File: config.mk
export PLATFORM = sky130hd
export DESIGN_NAME = grid_line_crossing_tracker_core
export DESIGN_NICKNAME = d
export VERILOG_FILES = /design/src/hw/rtl/glct_pkg.sv /design/src/hw/rtl/glct_lane.sv /design/src/hw/rtl/glct_merge.sv /design/src/hw/rtl/grid_line_crossing_tracker_core.sv
export SDC_FILE = /design/constraint.sdc
export NUM_CORES = 1
export LEC_CHECK = 0
export BUFFER_PORTS_ARGS = -buffer_cell sky130_fd_sc_hd__buf_4
export CORE_MARGIN = 2
export CORE_UTILIZATION = 54
export CTS_CLUSTER_SIZE = 8
export DETAILED_ROUTE_END_ITERATION = 8
export MAX_ROUTING_LAYER = met4
export PLACE_DENSITY = 0.79
export SLEW_MARGIN = 10
export SYNTH_ARGS = -nofsm -noshare
export SYNTH_HDL_FRONTEND = slang
export SYNTH_HIERARCHICAL = 1
export SYNTH_SLANG_ARGS = --single-unit
File: constraint.sdc
create_clock -name clk -period 14.25 [get_ports clk]
set_input_delay 2.85 -clock clk [delete_from_list [all_inputs] [get_ports clk]]
set_output_delay 2.85 -clock clk [all_outputs]
set_load 0.1 [all_outputs]
File: src/hw/rtl/glct_pkg.sv
// ----------------------------------------------------------------------------
// glct_pkg
// Shared types, constants and helpers of the grid line crossing tracker.
// ----------------------------------------------------------------------------
package glct_pkg;

  localparam int NUM_GROUPS      = 4;
  localparam int GROUP_BITS      = 7;
  localparam int SAMPLE_BITS     = 16;
  localparam int OUT_POS_BITS    = 16;
  localparam int POSITION_BITS_D = 16;

  localparam logic [GROUP_BITS-1:0] EDGE_MASK  = 7'h41;
  localparam logic [GROUP_BITS-1:0] MID_MASK   = 7'h08;
  localparam logic [GROUP_BITS-1:0] INNER_MASK = 7'h3E;
  localparam logic [GROUP_BITS-1:0] FULL_MASK  = 7'h7F;

  localparam logic [SAMPLE_BITS-1:0] SAMPLE_ZERO = 16'h0000;
  localparam logic [SAMPLE_BITS-1:0] SAMPLE_ONES = 16'hFFFF;

  // group order: up, right, down, left
  localparam int GRP_UP    = 0;
  localparam int GRP_RIGHT = 1;
  localparam int GRP_DOWN  = 2;
  localparam int GRP_LEFT  = 3;

  localparam logic REG_GROUP_ENABLE = 1'b0;
  localparam logic [NUM_GROUPS-1:0] GROUP_ENABLE_RST = 4'h1;

  typedef enum logic [3:0] {
    PH_STANDBY = 4'b0001,
    PH_FORWARD = 4'b0010,
    PH_BACK    = 4'b0100,
    PH_END     = 4'b1000
  } phase_t;

  // what one lane reports for the current sample
  typedef struct packed {
    logic crossed;
    logic back;
  } lane_step_t;

  typedef struct packed {
    logic [OUT_POS_BITS-1:0] x_position;
    logic [OUT_POS_BITS-1:0] y_position;
    logic [NUM_GROUPS-1:0]   crossed_groups;
    logic                    sensor_fault;
  } result_t;

  function automatic logic [NUM_GROUPS*GROUP_BITS-1:0] split_groups(
    input logic [SAMPLE_BITS-1:0] s
  );
    logic [NUM_GROUPS*GROUP_BITS-1:0] g;
    g = '0;
    g[GRP_UP*GROUP_BITS    +: GROUP_BITS] = s[14:8];
    g[GRP_RIGHT*GROUP_BITS +: GROUP_BITS] = {s[2:0], s[15:12]};
    g[GRP_DOWN*GROUP_BITS  +: GROUP_BITS] = s[6:0];
    g[GRP_LEFT*GROUP_BITS  +: GROUP_BITS] = s[10:4];
    return g;
  endfunction

endpackage

File: src/hw/rtl/glct_lane.sv
// ----------------------------------------------------------------------------
// glct_lane
// Crossing machine of one sensor group: records hits and reports a crossing.
// ----------------------------------------------------------------------------
module glct_lane (
  input  logic                             clk,
  input  logic                             rst,
  input  logic                             advance,
  input  logic                             enable,
  input  logic [glct_pkg::GROUP_BITS-1:0]  grp,
  output glct_pkg::lane_step_t             step
);
  import glct_pkg::*;

  phase_t                phase, phase_next;
  logic [GROUP_BITS-1:0] seen, seen_next;
  logic [GROUP_BITS-1:0] merged;
  logic                  abort_hit;

  always_comb begin
    phase_next   = phase;
    seen_next    = seen;
    step.crossed = 1'b0;
    step.back    = 1'b0;
    merged       = seen | grp;
    abort_hit    = 1'b0;
    unique case (phase)
      PH_STANDBY: begin
        if ((grp & EDGE_MASK) != '0) begin
          seen_next  = merged;
          phase_next = PH_BACK;
        end
        if ((grp & MID_MASK) != '0) begin
          seen_next  = merged;
          phase_next = PH_FORWARD;
        end
      end
      PH_FORWARD, PH_BACK: begin
        abort_hit = (phase == PH_FORWARD) ? ((grp & EDGE_MASK) != '0)
                                          : ((grp & MID_MASK) != '0);
        seen_next = merged;
        if (abort_hit && ((merged & INNER_MASK) == '0)) begin
          seen_next  = '0;
          phase_next = PH_STANDBY;
        end else if (merged == FULL_MASK) begin
          seen_next    = '0;
          step.crossed = 1'b1;
          step.back    = (phase == PH_BACK);
          phase_next   = PH_END;
        end
      end
      PH_END: begin
        if (grp == '0) phase_next = PH_STANDBY;
      end
      default: begin
        phase_next = PH_STANDBY;
      end
    endcase
    // disabled lane holds its state and never crosses
    if (!enable) begin
      phase_next   = phase;
      seen_next    = seen;
      step.crossed = 1'b0;
      step.back    = 1'b0;
    end
  end

  always_ff @(posedge clk) begin
    if (rst) begin
      phase <= PH_STANDBY;
      seen  <= '0;
    end else if (advance) begin
      phase <= phase_next;
      seen  <= seen_next;
    end
  end

endmodule

File: src/hw/rtl/glct_merge.sv
// ----------------------------------------------------------------------------
// glct_merge
// Combines lane crossings into net axis steps and keeps saturating positions.
// ----------------------------------------------------------------------------
module glct_merge #(
  parameter int POSITION_BITS = glct_pkg::POSITION_BITS_D
) (
  input  logic                               clk,
  input  logic                               rst,
  input  logic                               advance,
  input  glct_pkg::lane_step_t [3:0]         steps,
  output logic [glct_pkg::OUT_POS_BITS-1:0]  x_out,
  output logic [glct_pkg::OUT_POS_BITS-1:0]  y_out,
  output logic [glct_pkg::NUM_GROUPS-1:0]    crossed
);
  import glct_pkg::*;

  localparam int EXT_BITS = POSITION_BITS + 2;
  localparam int REP_BITS = (POSITION_BITS > OUT_POS_BITS) ? POSITION_BITS : OUT_POS_BITS;

  localparam logic signed [EXT_BITS-1:0] POS_MAX =
    EXT_BITS'((64'sd1 <<< (POSITION_BITS - 1)) - 64'sd1);
  localparam logic signed [EXT_BITS-1:0] POS_MIN =
    EXT_BITS'(-(64'sd1 <<< (POSITION_BITS - 1)));

  logic signed [POSITION_BITS-1:0] x_pos, y_pos;
  logic signed [POSITION_BITS-1:0] x_pos_next, y_pos_next;
  logic signed [2:0]               dx, dy;
  logic signed [EXT_BITS-1:0]      x_sum, y_sum;
  logic signed [REP_BITS-1:0]      x_rep, y_rep;

  // forward is +1 for up/right, -1 for down/left
  function automatic logic signed [2:0] lane_delta(input lane_step_t st, input logic invert);
    logic signed [2:0] d;
    d = 3'sd0;
    if (st.crossed) d = (st.back ^ invert) ? -3'sd1 : 3'sd1;
    return d;
  endfunction

  function automatic logic signed [POSITION_BITS-1:0] clamp(input logic signed [EXT_BITS-1:0] v);
    logic signed [POSITION_BITS-1:0] r;
    if (v > POS_MAX)      r = POS_MAX[POSITION_BITS-1:0];
    else if (v < POS_MIN) r = POS_MIN[POSITION_BITS-1:0];
    else                  r = v[POSITION_BITS-1:0];
    return r;
  endfunction

  always_comb begin
    for (int i = 0; i < NUM_GROUPS; i++) crossed[i] = steps[i].crossed;
    dx = lane_delta(steps[GRP_UP], 1'b0) + lane_delta(steps[GRP_DOWN], 1'b1);
    dy = lane_delta(steps[GRP_RIGHT], 1'b0) + lane_delta(steps[GRP_LEFT], 1'b1);
    x_sum = EXT_BITS'(x_pos) + EXT_BITS'(dx);
    y_sum = EXT_BITS'(y_pos) + EXT_BITS'(dy);
    x_pos_next = clamp(x_sum);
    y_pos_next = clamp(y_sum);
    x_rep = REP_BITS'(x_pos_next);
    y_rep = REP_BITS'(y_pos_next);
    x_out = x_rep[OUT_POS_BITS-1:0];
    y_out = y_rep[OUT_POS_BITS-1:0];
  end

  always_ff @(posedge clk) begin
    if (rst) begin
      x_pos <= '0;
      y_pos <= '0;
    end else if (advance) begin
      x_pos <= x_pos_next;
      y_pos <= y_pos_next;
    end
  end

endmodule

File: src/hw/rtl/grid_line_crossing_tracker_core.sv
// ----------------------------------------------------------------------------
// grid_line_crossing_tracker_core
// Four parallel group machines, a merge stage and an output skid pair.
// ----------------------------------------------------------------------------
// One sensor sample enters per clock while in_stall is low, and its result is
// registered in the output register, or in the skid entry while the output is
// stalled. The step outputs of the four group lanes and the two saturating
// position adders are combinational ahead of those registers. A two-entry
// output buffer lets one more sample be taken while a result is stalled; input
// stall rises only when both are full. group_enable sits at byte address 0 and may be written only while idle.
module grid_line_crossing_tracker_core #(
  parameter int POSITION_BITS = glct_pkg::POSITION_BITS_D
) (
  input  logic                               clk,
  input  logic                               rst,
  input  logic                               psel,
  input  logic                               penable,
  input  logic                               pwrite,
  input  logic [2:0]                         paddr,
  input  logic [31:0]                        pwdata,
  output logic [31:0]                        prdata,
  output logic                               pready,
  input  logic                               in_valid,
  output logic                               in_stall,
  input  logic [glct_pkg::SAMPLE_BITS-1:0]   sensor_bits,
  output logic                               out_valid,
  input  logic                               out_stall,
  output logic [glct_pkg::OUT_POS_BITS-1:0]  x_position,
  output logic [glct_pkg::OUT_POS_BITS-1:0]  y_position,
  output logic [glct_pkg::NUM_GROUPS-1:0]    crossed_groups,
  output logic                               sensor_fault
);
  import glct_pkg::*;

  logic [NUM_GROUPS-1:0]            group_enable;
  logic [NUM_GROUPS*GROUP_BITS-1:0] groups;
  lane_step_t [NUM_GROUPS-1:0]      steps;
  result_t                          res_new, res_out, res_skid;
  logic                             skid_valid;
  logic                             in_xfer, out_free;

  // config port
  assign pready = 1'b1;
  assign prdata = (paddr[2] == REG_GROUP_ENABLE) ? {28'd0, group_enable} : 32'd0;

  always_ff @(posedge clk) begin
    if (rst) begin
      group_enable <= GROUP_ENABLE_RST;
    end else if (psel && penable && pwrite && pready && (paddr[2] == REG_GROUP_ENABLE)) begin
      group_enable <= pwdata[NUM_GROUPS-1:0];
    end
  end

  assign in_stall = skid_valid;
  assign in_xfer  = in_valid && !in_stall;
  assign out_free = !out_valid || !out_stall;
  assign groups   = split_groups(sensor_bits);

  for (genvar g = 0; g < NUM_GROUPS; g++) begin : g_lane
    glct_lane u_lane (
      .clk     (clk),
      .rst     (rst),
      .advance (in_xfer),
      .enable  (group_enable[g]),
      .grp     (groups[g*GROUP_BITS +: GROUP_BITS]),
      .step    (steps[g])
    );
  end

  glct_merge #(
    .POSITION_BITS (POSITION_BITS)
  ) u_merge (
    .clk     (clk),
    .rst     (rst),
    .advance (in_xfer),
    .steps   (steps),
    .x_out   (res_new.x_position),
    .y_out   (res_new.y_position),
    .crossed (res_new.crossed_groups)
  );

  assign res_new.sensor_fault = (sensor_bits == SAMPLE_ZERO) || (sensor_bits == SAMPLE_ONES);

  // output register plus skid entry
  always_ff @(posedge clk) begin
    if (rst) begin
      out_valid  <= 1'b0;
      skid_valid <= 1'b0;
    end else if (out_free) begin
      if (skid_valid) begin
        out_valid  <= 1'b1;
        skid_valid <= 1'b0;
      end else begin
        out_valid <= in_xfer;
      end
    end else if (in_xfer) begin
      skid_valid <= 1'b1;
    end
  end

  always_ff @(posedge clk) begin
    if (out_free) begin
      res_out <= skid_valid ? res_skid : res_new;
    end else if (in_xfer) begin
      res_skid <= res_new;
    end
  end

  assign x_position     = res_out.x_position;
  assign y_position     = res_out.y_position;
  assign crossed_groups = res_out.crossed_groups;
  assign sensor_fault   = res_out.sensor_fault;

endmodule
==> qor.csv, run 1 <==
metric,value,unit
clk slew on worst S/H paths,0.06,ns
Slowest cell on crit path,fa_1,
Setup TNS Final,0,ns
Vias/cell,6.004,
post-route cell area,0.01016,mm2
crit path max fanout,17,
Initial DRC Count,533,
WL final,18820,um
gr usage total,22.38,%
Yosys reg bits,156,
Final Hold Violating Endpoints,0,
global placement routability congestion,0.9292,
setup violators final,0,
Final Skew,0.01080,ns
CP cell instances,buf_4 -> o22a_1 -> o21ai_1 -> nor4_1 -> and3_1 -> ha_1 -> inv_1 -> fa_1 -> ha_1 -> a211o_1 -> a211oi_1 -> nor2_1 -> nand3_1 -> a32oi_2 -> inv_1 -> a21boi_0 -> or2_2 -> mux2_2,
io pins,130,
post-CTS sizing,0,
leading area contributor after synthesis,edfxtp_1,
Floorplan Core Area,0.01652,mm2
Async SR Flop Fraction,0,%
CTS sink cnt,156,
clock root buffer,clkbuf_16,
Crit path max-delay family,compound AO/OA/AOI/OAI gates,
Mapped Area,0.009086,mm2
die width,133.7,um
crit path capture type,flip-flop,
CTS tree,yes,
grt total ovfl,0,
number of H-tree levels,4,
worst-skew pair later-pin latency,0.43,ns
Detailed Place HPWL,12660,um
NumNets Final,996,
maxcap violations,0,
First-pass DRT Iterations,5,
"Hold-fix buffers, CTS",0,
initial antenna violation count,0,
"Primary FF master, synth",dfxtp_1,
WL/cell,16.67,um
maximum VDD drop,0.00007786,V
clock period minus worst slack,7.589,ns
worst hold path type,reg -> reg,
row count,47,
Tcrit/Tclk final,53.26,%
vias in the first global route,6452,
Remaining DRCs,0,
Synth area leaders,"edfxtp_1 (24%), dfxtp_1 (18%), ha_1 (5.0%), mux2_2 (4.5%), a21oi_1 (3.4%)",
Post-CTS Setup Inserts,0,
Mean Syn Cell Area,10.83,um2
largest net degree at the start of global routing,54,
critical path's largest stage delay,0.66,ns
Crit path buffers/inverters,3,
outcome,"complete, no violations",
Synth Warn #,6,
routed vias,6779,
Cell variety after synth,77,
Pleak,4.177,nW
WP data arrival,7.76,ns
I/O Buffers,70,
Pwr per Cell Area,118.9,mW/mm2
"Seq/Total Area, Yosys",42.52,%
Crit Path Class,in -> reg,
DP Area,0.009598,mm2
Startpoint Class,primary input,
area share of the largest cell type after synthesis,24.46,%
first-pass GRT wire length,31680,um
Die Span Y,133.7,um
initial core utilization,54.99,%
top-count cell post-synth,dfxtp_1,
full die area,0.01788,mm2
Post-synth EDFFs,74,
Worst-Margin Slew,1.044,ns
Post-Syn Instances,839,
share of post-route cells with drive strength above 1,23.98,%
f_max,0.1318,GHz
Synth top cells by count,"dfxtp_1 (82), edfxtp_1 (74), a21oi_1 (62), nor2_1 (53), nor3_1 (52)",
"antenna viol nets, final",0,
RSZ-0062 raised after global routing,no,
ANT cells,0,
Slew HR,30.11,%
Max Slew Vio Count,0,
CTS buffer count,17,
area grow syn2layout,11.84,%
maximum clock insertion buffer count,2,
critical path data required time,14.43,ns
-- logic make-up after synthesis --
| group | count (synthesis) | synth area share [%] |
|---|---|---|
| flip-flops | 156 | 42.52 |
| multiplexers | 51 | 6.334 |
| AO/OA/AOI/OAI | 192 | 15.38 |
| buffers and inverters | 83 | 5.591 |
| other | 2 | 0.08265 |
| XOR/XNOR | 32 | 3.167 |
| AND/OR/NAND/NOR | 254 | 17.47 |
| adder cells (fa/ha/maj) | 69 | 9.446 |
-- final cells by class --
type / count / area, um2
clock buffer: 17 / 425.4
clock inverter: 15 / 138.9
fill: 1354 / 6362
inverter: 18 / 67.56
multi-input combinational: 627 / 4820
sequential: 156 / 3865
tap: 220 / 275.3
timing repair buffer: 76 / 570.5
-- stage by stage --
step	hold slack (ns)	total power [W]	setup slack [ns]	instances	util, %
finish	0.4896	0.001208	6.661	1129	61.50
global route	0.5048	0.001252	6.401	1129	61.50
CTS	0.4928	0.001216	6.741	1129	61.50
detailed placement	0.4719	0.0007828	6.309	1097	58.08
global placement	0.4714	0.0007791	6.460	1097	58.08
floorplan	0.4563	0.0007373	7.215	866	-
-- state kept, by name (all words and copies together), names as in the netlist --
name / flops
sensor_fault: 1
y_position: 16
u_merge/y_pos: 16
x_position: 16
u_merge/x_pos: 16
g_lane.u_lane/seen: 28
in_stall: 1
res_skid: 37
g_lane.u_lane/phase: 16
group_enable: 4
crossed_groups: 4
out_valid: 1
-- routing by layer --
layer	vias to the layer above	share of wire (%)	track usage, %
met5	-	0	-
met3	31	6.0	4.604
met1	3250	46	29.67
met2	257	47	34.36
li1	3241	-	-
met4	0	1.4	7.506
-- worst paths after layout --
check / start / endpoint / slack, ns / cells past startpoint
max: sensor_bits[8] / y_position[11] / 6.66 / 18
min: u_merge/y_pos[4] / u_merge/y_pos[4] / 0.49 / 1
max reg2reg: g_lane[3].u_lane/seen[3] / y_position[11] / 8.89 / 17
min reg2reg: u_merge/y_pos[4] / u_merge/y_pos[4] / 0.49 / 1
-- worst register-to-register path, delay by kind of cell, from the launching register on --
| family | cells | cell delay, ns |
|---|---|---|
| multiplexers | 1 | 0.27 |
| buffers and inverters | 2 | 0.33 |
| AND/OR/NAND/NOR | 5 | 1.36 |
| adder cells (fa/ha/maj) | 3 | 1.30 |
| AO/OA/AOI/OAI | 6 | 1.46 |
| flip-flops | 1 | 0.38 |
-- placed cells by master (no fill, tap or decap), types with 8 or more instances in the layout --
cell type / Yosys / final
o21ai_1: 10 / 10
nand3_1: 13 / 13
nand2_1: 29 / 28
o21ai_0: 17 / 17
conb_1: 2 / 29
xnor2_1: 16 / 16
mux2i_1: 11 / 11
maj3_1: 13 / 13
inv_1: 18 / 18
mux2_2: 36 / 36
nor2_1: 53 / 53
maj3_2: 14 / 14
ha_1: 36 / 36
nor3_1: 52 / 52
xor2_1: 15 / 15
nor4_1: 14 / 14
nor4_4: 8 / 8
nand4_1: 9 / 9
a21o_1: 14 / 14
and3_1: 14 / 13
a21oi_1: 62 / 62
a22o_1: 26 / 26
nor4b_1: 8 / 8
edfxtp_1: 74 / 74
dfxtp_1: 82 / 81
buf_4: 34 / 76
clkbuf_16: 0 / 17
-- power by group --
part	switching [W]	total [W]	internal [W]
Clock	0.000191	0.000434	0.000242
Combinational	0.000199	0.000262	0.0000632
Sequential	0.0000139	0.000513	0.000499
(Power assumes the default switching activity.)
==> inputs of run 2 (changes only) <==
- CORE_UTILIZATION: 54 -> 53
- PLACE_DENSITY: 0.79 -> 0.81
- clock period: 14.25 -> 6.6 ns (I/O delays scaled with it)
==> qor.csv, run 2 (same netlist as run 1, synthesis figures left out) <==
metric,value,unit,change
vias in the first global route,6535,,was 6452
full die area,0.01821,mm2,was 0.01788 mm2
Crit Path Class,in -> reg,,unchanged
ANT cells,0,,unchanged
Vias/cell,6.042,,was 6.004
io pins,130,,unchanged
crit path max fanout,15,,was 17
first-pass GRT wire length,32240,um,was 31680 um
post-route cell area,0.01021,mm2,was 0.01016 mm2
I/O Buffers,70,,unchanged
CTS sink cnt,156,,unchanged
Hold Slack,0.4914,ns,was 0.4896 ns
Floorplan Core Area,0.01664,mm2,was 0.01652 mm2
Slew HR,33.64,%,was 30.11%
row count,47,,unchanged
Max Slew Vio Count,0,,unchanged
clock root buffer,clkbuf_16,,unchanged
Worst-Margin Slew,0.9954,ns,was 1.044 ns
DP Area,0.009620,mm2,was 0.009598 mm2
share of post-route cells with drive strength above 1,24.34,%,was 23.98%
Fillers,1336,,was 1354
initial core utilization,54.60,%,was 54.99%
die width,134.9,um,was 133.7 um
Post-CTS Setup Inserts,0,,unchanged
Initial DRC Count,499,,was 533
WP data arrival,6.11,ns,was 7.76 ns
Final Hold Violating Endpoints,0,,unchanged
max reg flops,37,,unchanged
FF-to-FF End,x_position[1],,was y_position[11]
maximum VDD drop,0.0001955,V,was 0.00007786 V
Regs by FF count,"res_skid x37, g_lane.u_lane/seen x28",,unchanged
RSZ-0062 raised after global routing,no,,unchanged
crit path capture type,flip-flop,,unchanged
clk slew on worst S/H paths,0.07,ns,was 0.06 ns
setup violators final,0,,unchanged
grt total ovfl,0,,unchanged
Setup TNS Final,0,ns,unchanged
WL final,19270,um,was 18820 um
outcome,"complete, no violations",,unchanged
Startpoint Class,primary input,,unchanged
maximum clock insertion buffer count,2,,unchanged
Remaining DRCs,0,,unchanged
Pwr per Cell Area,260.1,mW/mm2,was 118.9 mW/mm2
area grow syn2layout,12.35,%,was 11.84%
routed vias,6839,,was 6779
f_max,0.1720,GHz,
Die Span Y,134.9,um,was 133.7 um
First-pass DRT Iterations,8,,was 5
Biggest register,res_skid,,unchanged
Critical Path Start,sensor_bits[4],,was sensor_bits[8]
number of H-tree levels,4,,unchanged
CTS buffer count,17,,unchanged
CTS tree,yes,,unchanged
Tcrit/Tclk final,88.09,%,
worst-skew pair later-pin latency,0.43,ns,about the same
r2r worst-path depth,15,,was 17
NumNets Final,999,,was 996
WL/cell,17.02,um,was 16.67 um
post-CTS sizing,0,,unchanged
worst r2r src,g_lane[2].u_lane/seen[3],,was g_lane[3].u_lane/seen[3]
maxcap violations,0,,unchanged
gr usage total,22.53,%,was 22.38%
worst setup path endpoint,x_position[1],,was y_position[11]
initial antenna violation count,0,,unchanged
critical path data required time,6.90,ns,was 14.43 ns
largest net degree at the start of global routing,43,,was 54
Pleak,4.191,nW,was 4.177 nW
clock period minus worst slack,5.814,ns,
global placement routability congestion,0.9308,,was 0.9292
"Hold-fix buffers, CTS",0,,unchanged
worst hold path type,reg -> reg,,unchanged
most frequent cells in the layout,"dfxtp_1 (81), buf_4 (79), edfxtp_1 (74)",,"was dfxtp_1 (81), buf_4 (76), edfxtp_1 (74)"
Detailed Place HPWL,13050,um,was 12660 um
Final Skew,0.008657,ns,was 0.01080 ns
"antenna viol nets, final",0,,unchanged
"commonest non-fill, non-tap cell in the layout",dfxtp_1,,unchanged
r2r setup slk,1.51,ns,was 8.89 ns
-- run 2: changes by cell type in the layout (fill, tap and decap cells not counted) --
cell | before | now
inv_8 | 1 | 0
clkinvlp_4 | 3 | 6
bufinv_16 | 1 | 2
clkinv_4 | 4 | 1
clkinv_1 | 1 | 0
inv_6 | 3 | 5
clkinv_2 | 2 | 1
buf_4 | 76 | 79
-- run 2: power by group --
group / switching (W) / internal [W]
registers: 0.0000335 / 0.00108
clock network: 0.000414 / 0.000562
logic: 0.000430 / 0.000138
-- run 2: layout make-up --
class | instances | area (um2) | share of cell area [%]
sequential | 156 | 3865 | 37.86
clock inverter | 15 | 162.7 | 1.593
multi-input combinational | 627 | 4820 | 47.21
timing repair buffer | 79 | 593.1 | 5.810
inverter | 18 | 67.56 | 0.6618
tap | 220 | 275.3 | 2.696
clock buffer | 17 | 425.4 | 4.167
-- run 2: worst min-delay path by stage --
stage / start / endpoint / slack [ns] / cells past startpoint
after global placement: u_merge/y_pos[12] / u_merge/y_pos[12] / 0.47 / 1
final: u_merge/x_pos[15] / u_merge/x_pos[15] / 0.49 / 2
after global routing: u_merge/x_pos[3] / u_merge/x_pos[3] / 0.51 / 1
after floorplan: u_merge/x_pos[0] / u_merge/x_pos[0] / 0.46 / 1
after CTS: u_merge/x_pos[15] / u_merge/x_pos[15] / 0.49 / 2
after detailed placement: u_merge/x_pos[3] / u_merge/x_pos[3] / 0.47 / 1
-- run 2: per-stage QoR --
step / cells / worst slack [ns] / util [%] / power [W]
2_1_floorplan: 866 / 1.281 / - / 0.001592
3_3_place_gp: 1100 / 0.5219 / 57.81 / 0.001684
3_5_place_dp: 1100 / 0.4503 / 57.81 / 0.001695
4_1_cts: 1132 / 0.8753 / 61.34 / 0.002665
5_1_grt: 1132 / 0.4760 / 61.34 / 0.002743
6_report: 1132 / 0.7858 / 61.34 / 0.002655
-- run 2: per-layer routing --
layer	global-route usage, %	vias up	wire, um
met4	7.581	0	361
li1	-	3239	-
met3	3.866	34	1170
met5	-	-	0
met2	36.01	254	9072
met1	29.21	3312	8667
-- run 2: critical path: stages --
cell and delay [ns]:
buf_4 0.18, o22a_1 0.17, o21ai_1 0.07, nor4_1 0.37
and3_1 0.37, ha_1 0.18, inv_1 0.06, fa_1 0.67
ha_1 0.46, o211a_1 0.27, a211oi_4 0.29, nor3b_2 0.11
o31a_1 0.32, o22ai_2 0.67, maj3_2 0.41, mux2_2 0.17
